`src/hdl/switch_debounce_command_decoder_defines.svh`:
```
// assertion macros used by the rtl file switch_debounce_command_decoder.sv
`ifndef SWITCH_DEBOUNCE_COMMAND_DECODER_DEFINES_SVH
`define SWITCH_DEBOUNCE_COMMAND_DECODER_DEFINES_SVH

// same-cycle implication, checked on the rising edge of clk_i outside reset
`define SDC_ASSERT_NOW(lbl, pre, post, msg) \
  lbl: assert property (@(posedge clk_i) disable iff (!rst_ni) (pre) |-> (post)) \
    else $error(msg);

// next-cycle implication, checked on the rising edge of clk_i outside reset
`define SDC_ASSERT_NEXT(lbl, pre, post, msg) \
  lbl: assert property (@(posedge clk_i) disable iff (!rst_ni) (pre) |=> (post)) \
    else $error(msg);

`endif

```
`src/hdl/sdc_pkg.sv`:
```
`timescale 1ns / 1ps
`default_nettype none

package sdc_pkg;

  // sample and level widths
  localparam int SAMPLE_BITS = 16;
  localparam int LEVEL_BITS  = 8;
  localparam int CMD_BITS    = 4;

  // configuration port
  localparam int ADDR_BITS = 4;
  localparam int DATA_BITS = 32;

  // step switches sit in the high byte of the sample
  localparam int STEP_SHIFT  = 8;
  localparam int STEP_BITS   = 4;
  localparam int SW_LED_INC  = 0;
  localparam int SW_LED_DEC  = 1;
  localparam int SW_FAN_INC  = 2;
  localparam int SW_FAN_DEC  = 3;

  // register reset values
  localparam logic [LEVEL_BITS-1:0] LEVEL_MIN_RESET = '0;
  localparam logic [LEVEL_BITS-1:0] LEVEL_MAX_RESET = '1;

  // register index, taken from paddr[3:2]
  typedef enum logic [1:0] {
    REG_LED_MIN = 2'd0,
    REG_LED_MAX = 2'd1,
    REG_FAN_MIN = 2'd2,
    REG_FAN_MAX = 2'd3
  } sdc_reg_e;

  typedef logic [LEVEL_BITS-1:0] level_t;

  // result of one level update: new level and moved flag
  typedef struct packed {
    logic   moved;
    level_t level;
  } step_t;

endpackage

`default_nettype wire

```
`src/hdl/switch_debounce_command_decoder.sv`:
```
`timescale 1ns / 1ps
`default_nettype none

// Switch debouncer with command decoder and LED / fan level stepper. Each
// accepted request is one raw scan sample; a stable bit flips only when this
// sample and the one before agree and both differ from it. One request is
// taken every clock cycle while in_stall_o is low, and it passes through an
// input register, then the debounce and level-step logic, then a result
// register; the debounce and level state advance as a request moves into the
// result register. A stall on the result side holds the input side once the
// input register is also full. The four level limits are written through the
// APB port at byte addresses 0, 4, 8 and 12 (led min, led max, fan min, fan max)
// and read back there; pready is always high.
module switch_debounce_command_decoder (
  input  wire logic                                clk_i,
  input  wire logic                                rst_ni,
  // sample channel
  input  wire logic                                in_valid_i,
  output logic                                     in_stall_o,
  input  wire logic [sdc_pkg::SAMPLE_BITS-1:0]     raw_sample_i,
  // result channel
  output logic                                     out_valid_o,
  input  wire logic                                out_stall_i,
  output logic [sdc_pkg::SAMPLE_BITS-1:0]          stable_inputs_o,
  output logic [sdc_pkg::SAMPLE_BITS-1:0]          changed_mask_o,
  output logic [sdc_pkg::CMD_BITS-1:0]             command_levels_o,
  output logic [sdc_pkg::CMD_BITS-1:0]             command_strobes_o,
  output logic [sdc_pkg::LEVEL_BITS-1:0]           led_level_o,
  output logic                                     led_level_moved_o,
  output logic [sdc_pkg::LEVEL_BITS-1:0]           fan_level_o,
  output logic                                     fan_level_moved_o,
  // configuration port
  input  wire logic                                psel,
  input  wire logic                                penable,
  input  wire logic                                pwrite,
  input  wire logic [sdc_pkg::ADDR_BITS-1:0]       paddr,
  input  wire logic [sdc_pkg::DATA_BITS-1:0]       pwdata,
  output logic [sdc_pkg::DATA_BITS-1:0]            prdata,
  output logic                                     pready
);

  import sdc_pkg::*;

`include "switch_debounce_command_decoder_defines.svh"

  // step up by one, saturating at hi
  function automatic step_t step_up(level_t lvl, level_t hi);
    logic [LEVEL_BITS:0] nxt;
    step_t               res;
    nxt = {1'b0, lvl} + {{LEVEL_BITS{1'b0}}, 1'b1};
    if (nxt > {1'b0, hi}) begin
      res.level = hi;
      res.moved = 1'b0;
    end else begin
      res.level = nxt[LEVEL_BITS-1:0];
      res.moved = 1'b1;
    end
    return res;
  endfunction

  // step down by one, saturating at lo; zero counts as below lo
  function automatic step_t step_down(level_t lvl, level_t lo);
    level_t dec;
    step_t  res;
    dec = lvl - {{(LEVEL_BITS-1){1'b0}}, 1'b1};
    if (lvl == '0 || dec < lo) begin
      res.level = lo;
      res.moved = 1'b0;
    end else begin
      res.level = dec;
      res.moved = 1'b1;
    end
    return res;
  endfunction

  // configuration registers
  level_t led_min_q, led_max_q, fan_min_q, fan_max_q;
  logic   cfg_wr;
  sdc_reg_e cfg_sel;

  assign pready  = 1'b1;
  assign cfg_wr  = psel & penable & pwrite & pready;
  assign cfg_sel = sdc_reg_e'(paddr[3:2]);

  always_ff @(posedge clk_i or negedge rst_ni) begin
    if (!rst_ni) begin
      led_min_q <= LEVEL_MIN_RESET;
      led_max_q <= LEVEL_MAX_RESET;
      fan_min_q <= LEVEL_MIN_RESET;
      fan_max_q <= LEVEL_MAX_RESET;
    end else if (cfg_wr) begin
      unique case (cfg_sel)
        REG_LED_MIN: led_min_q <= pwdata[LEVEL_BITS-1:0];
        REG_LED_MAX: led_max_q <= pwdata[LEVEL_BITS-1:0];
        REG_FAN_MIN: fan_min_q <= pwdata[LEVEL_BITS-1:0];
        REG_FAN_MAX: fan_max_q <= pwdata[LEVEL_BITS-1:0];
      endcase
    end
  end

  // register read back
  always_comb begin
    unique case (cfg_sel)
      REG_LED_MIN: prdata = {{(DATA_BITS-LEVEL_BITS){1'b0}}, led_min_q};
      REG_LED_MAX: prdata = {{(DATA_BITS-LEVEL_BITS){1'b0}}, led_max_q};
      REG_FAN_MIN: prdata = {{(DATA_BITS-LEVEL_BITS){1'b0}}, fan_min_q};
      REG_FAN_MAX: prdata = {{(DATA_BITS-LEVEL_BITS){1'b0}}, fan_max_q};
    endcase
  end

  // pipeline handshake
  logic                   in_valid_q;
  logic [SAMPLE_BITS-1:0] sample_q;
  logic                   out_valid_q;
  logic                   advance;
  logic                   in_take;

  assign advance    = in_valid_q & (~out_valid_q | ~out_stall_i);
  assign in_stall_o = in_valid_q & ~advance;
  assign in_take    = in_valid_i & ~in_stall_o;

  // input register
  always_ff @(posedge clk_i or negedge rst_ni) begin
    if (!rst_ni) begin
      in_valid_q <= 1'b0;
    end else if (in_take) begin
      in_valid_q <= 1'b1;
    end else if (advance) begin
      in_valid_q <= 1'b0;
    end
  end

  always_ff @(posedge clk_i) begin
    if (in_take) begin
      sample_q <= raw_sample_i;
    end
  end

  // debounce and level state
  logic [SAMPLE_BITS-1:0] prev_q, prev_d;
  logic [SAMPLE_BITS-1:0] stable_q, stable_d;
  level_t                 led_q, led_d;
  level_t                 fan_q, fan_d;
  logic [SAMPLE_BITS-1:0] changed;
  logic [STEP_BITS-1:0]   rise;
  step_t                  led_inc, led_dec, fan_inc, fan_dec;
  logic                   led_moved, fan_moved;

  // two-sample agreement and level stepping, inc before dec
  always_comb begin
    changed  = ~(prev_q ^ sample_q) & (sample_q ^ stable_q);
    stable_d = stable_q ^ changed;
    prev_d   = sample_q;
    rise     = changed[STEP_SHIFT +: STEP_BITS] & stable_d[STEP_SHIFT +: STEP_BITS];

    led_inc = rise[SW_LED_INC] ? step_up(led_q, led_max_q) : step_t'{1'b0, led_q};
    led_dec = rise[SW_LED_DEC] ? step_down(led_inc.level, led_min_q) : led_inc;
    fan_inc = rise[SW_FAN_INC] ? step_up(fan_q, fan_max_q) : step_t'{1'b0, fan_q};
    fan_dec = rise[SW_FAN_DEC] ? step_down(fan_inc.level, fan_min_q) : fan_inc;

    led_d     = led_dec.level;
    led_moved = led_dec.moved;
    fan_d     = fan_dec.level;
    fan_moved = fan_dec.moved;
  end

  always_ff @(posedge clk_i or negedge rst_ni) begin
    if (!rst_ni) begin
      prev_q   <= '0;
      stable_q <= '0;
      led_q    <= '0;
      fan_q    <= '0;
    end else if (advance) begin
      prev_q   <= prev_d;
      stable_q <= stable_d;
      led_q    <= led_d;
      fan_q    <= fan_d;
    end
  end

  // result register
  always_ff @(posedge clk_i or negedge rst_ni) begin
    if (!rst_ni) begin
      out_valid_q <= 1'b0;
    end else if (advance) begin
      out_valid_q <= 1'b1;
    end else if (!out_stall_i) begin
      out_valid_q <= 1'b0;
    end
  end

  always_ff @(posedge clk_i) begin
    if (advance) begin
      stable_inputs_o   <= stable_d;
      changed_mask_o    <= changed;
      command_levels_o  <= stable_d[CMD_BITS-1:0];
      command_strobes_o <= changed[CMD_BITS-1:0];
      led_level_o       <= led_d;
      led_level_moved_o <= led_moved;
      fan_level_o       <= fan_d;
      fan_level_moved_o <= fan_moved;
    end
  end

  assign out_valid_o = out_valid_q;

  // checks
  `SDC_ASSERT_NEXT(a_stable_needs_agreement, advance,
    ((stable_q ^ $past(stable_q)) & ($past(prev_q) ^ $past(sample_q))) == '0,
    "stable bit flipped without two agreeing samples")

  `SDC_ASSERT_NEXT(a_state_holds_when_idle, !advance,
    $stable(stable_q) && $stable(prev_q) && $stable(led_q) && $stable(fan_q),
    "debounce state moved without a request")

  `SDC_ASSERT_NOW(a_led_move_needs_edge, out_valid_q && led_level_moved_o,
    changed_mask_o[STEP_SHIFT + SW_LED_INC] || changed_mask_o[STEP_SHIFT + SW_LED_DEC],
    "led level moved without a step switch change")

  `SDC_ASSERT_NOW(a_fan_move_needs_edge, out_valid_q && fan_level_moved_o,
    changed_mask_o[STEP_SHIFT + SW_FAN_INC] || changed_mask_o[STEP_SHIFT + SW_FAN_DEC],
    "fan level moved without a step switch change")

  `SDC_ASSERT_NOW(a_result_tracks_state, out_valid_q,
    stable_inputs_o == stable_q && led_level_o == led_q && fan_level_o == fan_q,
    "result register out of step with debounce state")

endmodule

`default_nettype wire
```
`config.mk`:
```
export PLATFORM = sky130hd
export DESIGN_NAME = switch_debounce_command_decoder
export DESIGN_NICKNAME = d
export VERILOG_FILES = /design/src/hdl/sdc_pkg.sv /design/src/hdl/switch_debounce_command_decoder.sv
export VERILOG_INCLUDE_DIRS = /design/src /design/src/hdl
export SDC_FILE = /design/constraint.sdc
export NUM_CORES = 1
export LEC_CHECK = 0
export ABC_AREA = 1
export CAP_MARGIN = 20
export CORE_ASPECT_RATIO = 0.6
export CORE_UTILIZATION = 54
export CTS_CLUSTER_SIZE = 12
export DETAILED_ROUTE_END_ITERATION = 7
export DONT_BUFFER_PORTS = 1
export PLACE_DENSITY = 0.69
export SLEW_MARGIN = 20
export SYNTH_ARGS = -nofsm -noshare
export SYNTH_HDL_FRONTEND = slang
export SYNTH_SLANG_ARGS = --single-unit
```
`constraint.sdc`:
```
create_clock -name clk_i -period 8.2 [get_ports clk_i]
set_clock_uncertainty 0.15 [all_clocks]
set_input_delay 0.41 -clock clk_i [delete_from_list [all_inputs] [get_ports clk_i]]
set_output_delay 0.41 -clock clk_i [all_outputs]
set_load 0.03 [all_outputs]
```
==> out/results.tsv <==
stage	metric	value	unit
run_status	outcome	completed	
placed_design	placed_cells_incl_taps	1170	
final_layout	fillCellCount	1293	
worst_setup_path	cpMostUsedCell	sky130_fd_sc_hd__nand2_1	
worst_setup_path	start_kind	flop	
worst_hold_path	hold_end	out_valid_o	
final_layout	layout.nets	1100	
synthesis	synth.distinct_cells	40	
synthesis	synth_top_area_share	0.2404	
worst_setup_path	critical_path_class	flop to flop	
power	leakage_power_of_the_design	4.270	nW
synthesis	yosys-top-cells-count	sky130_fd_sc_hd__nand2_1, sky130_fd_sc_hd__inv_1, sky130_fd_sc_hd__dfrtp_1, sky130_fd_sc_hd__edfxtp_1, sky130_fd_sc_hd__nand3_1	
global_routing	antenna_found_initial	0	
worst_setup_path	crit_path_top_delay_cell	sky130_fd_sc_hd__dfrtp_1	
floorplan	placement_rows	34	
drt	drt_iter0_drc	543	
cts	cts_buffer_depth	2	
final_layout	final_antenna_diode_count	0	
timing	fin_crit_sh	0.6081	
global_routing	grt_pass1_vias	5752	
synthesis	netlist_instances	998	
cts	post_cts.repair.setup_buffers	0	
worst_setup_path	worst_reg2reg_path_startpoint	led_q[0]	
worst_setup_path	regToRegSetupSlack	3.21	ns
worst_hold_path	hold_path_depth	2	
synthesis	synth-seq-cells	148	
global_routing	grt_start_max_net_pins	83	
worst_setup_path	critical_path_buf_inv_count	4	
synthesis	async_reset_ff_frac	0.5541	
power	powerDensity	412.5	nW/um2
global_routing	globalRoute.totalOverflow	0	
floorplan	io-pin-count	152	
worst_setup_path	timing.critical_path.to_type	flop	
cts	cts_buffers	17	
cts	tritoncts_sinks	148	
placed_design	port_buffers	0	
final_layout	syn_to_final_growth	9.924	%
power	power.total	0.003739	W
timing	setup_ws	3.214	ns
placed_design	globalplace.congestion	0.9477	
synthesis	synth_enable_flop_cells	66	
drt	detail_routed_via_count_per_cell	5.158	
cts	tritoncts	done	
final_layout	instances_no_fill	1220	
worst_hold_path	min-delay-path-class	primary input to flop	
drt	routed-via-count	6293	
floorplan	die-height	97.72	um
floorplan	fp.dieArea	15780	um2
cts	cts-resized-gates	0	
synthesis	synth_flop_cell	sky130_fd_sc_hd__edfxtp_1	
final_layout	area.sequential	4054	um2
cts	htree_levels	4	
timing	setup_total_negative_slack	0	ns
flow_run	maxCapViolCount	0	
synthesis	most_numerous_cell_in_the_yosys_netlist	sky130_fd_sc_hd__nand2_1	
timing	finalSetupViolations	0	
floorplan	floorplan.initialDensity	0.5618	
synthesis	synth.area.top_cells	sky130_fd_sc_hd__edfxtp_1, sky130_fd_sc_hd__dfrtp_1, sky130_fd_sc_hd__nand2_1	
worst_setup_path	crit-reg2reg-capture	led_level_o[2]	
synthesis	syn_area	8245	um2
worst_setup_path	slowest_delay	0.47	ns
drt	antenna_violation_net_count_after_detailed_routing	0	
timing	fin_crit	4.986	ns
timing	fmax	200.5	MHz
timing	report.final.hold_viol_count	0	
synthesis	ys.warnings.count	0	
timing	tightest_slew	0.8143	ns
final_layout	share_of_post_route_cells_with_drive_strength_above_1	0.09100	
power	max-vdd-ir-drop	0.2890	mV
synthesis	synth.largest_area_cell	sky130_fd_sc_hd__edfxtp_1	
floorplan	die_width	161.5	um
cts	root_cell_of_the_clock_tree	sky130_fd_sc_hd__clkbuf_16	
cts	worst_skew_pair_later_pin_latency	0.41	ns
final_layout	multi_input_comb_area	3472	um2
global_routing	grt_pass1_wl	29.99	mm
placed_design	dp.final_hpwl	13.32	mm
global_routing	grtUsageTotal	0.2480	
placed_design	pre_cts_slack	3.321	ns
cts	number_of_buffers_inserted_by_hold_repair_at_cts	18	
timing	relSlewSlack	0.4565	
worst_setup_path	crit_arrival	5.01	ns
synthesis	synth.avg_cell_area	8.262	um2
worst_hold_path	min-delay-start	out_stall_i	
worst_setup_path	ff2ff_path_depth	27	
timing	drv_slew	0	
drt	drc_errors	0	
worst_setup_path	cp_data_required_time	8.22	ns
floorplan	placeableCoreArea	14680	um2
synthesis	synth.yosys.seq_area_share	0.4917	
timing	setup_repair_after_global_routing_missed_its_margin	no	
drt	post_drt_wl_per_cell	15.10	um
drt	routed_wirelength	18.43	mm
cts	cts.reportedPaths.clkPinSlew	0.07	ns
worst_setup_path	worst-path-max-fanout	12	
timing	hold-worst-slack	0.02991	ns
drt	drt_pre_antenna_iters	5	
worst_setup_path	critical-path-top-delay-family	simple AND/OR/NAND/NOR gates	
flip-flops by register name, indices dropped and copies added (netlist names), 8 cells and up:
| register | flops |
|---|---|
| led_max_q | 8 |
| changed_mask_o | 16 |
| fan_q | 8 |
| led_q | 8 |
| fan_level_o | 8 |
| fan_min_q | 8 |
| prev_q | 16 |
| fan_max_q | 8 |
| stable_inputs_o | 16 |
| led_level_o | 8 |
| prev_d | 16 |
| stable_q | 16 |
| led_min_q | 8 |
power breakdown:
group          internal [W]  total (W)  switching, W
Sequential          0.00103    0.00134      0.000311
Combinational      0.000517    0.00156       0.00104
Clock              0.000496   0.000838      0.000343
Total               0.00205    0.00374       0.00169
cells by family after synthesis:
family | Yosys count | share of synthesized area
DFF | 148 | 0.4917
buffers and inverters | 169 | 0.09772
other | 2 | 0.0009108
AOI/OAI and AO/OA | 129 | 0.08558
and+or+nand+nor | 512 | 0.2692
xor gates and xnor gates | 6 | 0.006373
adders and majority gates | 32 | 0.04856
worst max-delay path by stage:
| stage | from | endpoint | slack, ns | cells past startpoint |
|---|---|---|---|---|
| 6_report | led_q[0] | led_level_o[2] | 3.21 | 27 |
| 5_1_grt | fan_q[2] | fan_level_o[1] | 2.68 | 28 |
| 3_3_place_gp | led_q[0] | led_level_o[2] | 3.37 | 27 |
| 3_5_place_dp | led_q[0] | led_level_o[2] | 3.32 | 27 |
| 2_1_floorplan | fan_q[0] | fan_level_o[5] | 4.00 | 27 |
| 4_1_cts | fan_q[0] | fan_level_o[1] | 3.29 | 28 |
metrics by stage:
step,utilization,instance area [um2]
6_report,0.6176,9064
5_1_grt,0.6176,9064
4_1_cts,0.6176,9064
3_5_place_dp,0.5610,8234
3_3_place_gp,0.5610,8234
2_1_floorplan,-,8332
worst reg2reg max path, stage by stage, from the launching register on:
cell                       delay [ns]
sky130_fd_sc_hd__dfrtp_1         0.47
sky130_fd_sc_hd__inv_1           0.12
sky130_fd_sc_hd__nor2_1          0.18
sky130_fd_sc_hd__nand2_1         0.11
sky130_fd_sc_hd__nor2_1          0.10
sky130_fd_sc_hd__inv_1           0.06
sky130_fd_sc_hd__o21ai_0         0.12
sky130_fd_sc_hd__o21ai_0         0.09
sky130_fd_sc_hd__inv_1           0.08
sky130_fd_sc_hd__ha_1            0.24
sky130_fd_sc_hd__and3_1          0.20
sky130_fd_sc_hd__nand3_1         0.11
sky130_fd_sc_hd__nand2_2         0.19
sky130_fd_sc_hd__clkinv_1        0.17
sky130_fd_sc_hd__nand2_1         0.07
sky130_fd_sc_hd__a31oi_1         0.36
sky130_fd_sc_hd__nand2_1         0.17
sky130_fd_sc_hd__nor2_4          0.16
sky130_fd_sc_hd__nand3_4         0.17
sky130_fd_sc_hd__nand2_1         0.12
sky130_fd_sc_hd__ha_1            0.24
sky130_fd_sc_hd__nand2_1         0.09
sky130_fd_sc_hd__nor2_1          0.05
sky130_fd_sc_hd__a211oi_1        0.23
sky130_fd_sc_hd__nand2_2         0.22
sky130_fd_sc_hd__nand3_1         0.12
sky130_fd_sc_hd__nand3_1         0.17
sky130_fd_sc_hd__and2_1          0.21
metal layers:
layer  vias to the layer above  global-route usage  wire (um)
met2                       199              0.3432       7578
met5                         -                   0          0
li1                       3195                   -          -
met3                        15             0.05719       1437
met1                      2884              0.3917       9276
met4                         0             0.05152        133
cells in the final DEF (no fill, tap or decap), types with 5 or more instances in the layout:
| cell type | netlist | routed |
|---|---|---|
| sky130_fd_sc_hd__nand3_1 | 61 | 61 |
| sky130_fd_sc_hd__dfrtp_1 | 66 | 66 |
| sky130_fd_sc_hd__inv_6 | 0 | 6 |
| sky130_fd_sc_hd__nand3_2 | 6 | 6 |
| sky130_fd_sc_hd__xor2_1 | 6 | 6 |
| sky130_fd_sc_hd__and2_1 | 12 | 12 |
| sky130_fd_sc_hd__inv_8 | 0 | 5 |
| sky130_fd_sc_hd__nand2_2 | 14 | 14 |
| sky130_fd_sc_hd__ha_1 | 32 | 32 |
| sky130_fd_sc_hd__o2111ai_1 | 7 | 7 |
| sky130_fd_sc_hd__nor2_2 | 5 | 5 |
| sky130_fd_sc_hd__edfxtp_1 | 66 | 66 |
| sky130_fd_sc_hd__dlygate4sd3_1 | 0 | 17 |
| sky130_fd_sc_hd__dfstp_2 | 16 | 16 |
| sky130_fd_sc_hd__nor2_1 | 60 | 60 |
| sky130_fd_sc_hd__clkinv_1 | 5 | 5 |
| sky130_fd_sc_hd__inv_1 | 111 | 110 |
| sky130_fd_sc_hd__clkbuf_16 | 0 | 17 |
| sky130_fd_sc_hd__o21ai_0 | 57 | 57 |
| sky130_fd_sc_hd__o21ai_1 | 6 | 6 |
| sky130_fd_sc_hd__a21oi_1 | 48 | 48 |
| sky130_fd_sc_hd__conb_1 | 2 | 25 |
| sky130_fd_sc_hd__nand2_1 | 335 | 335 |
cell type report:
cell class              count  share of cell area
repair buffers             20             0.02347
clock buffers              17             0.04694
multi-input cells         704              0.3831
clock inverters            15             0.02278
flip-flops and latches    148              0.4473
inverters                 118             0.04914
well taps                 198             0.02733
(Power assumes the default switching activity.)
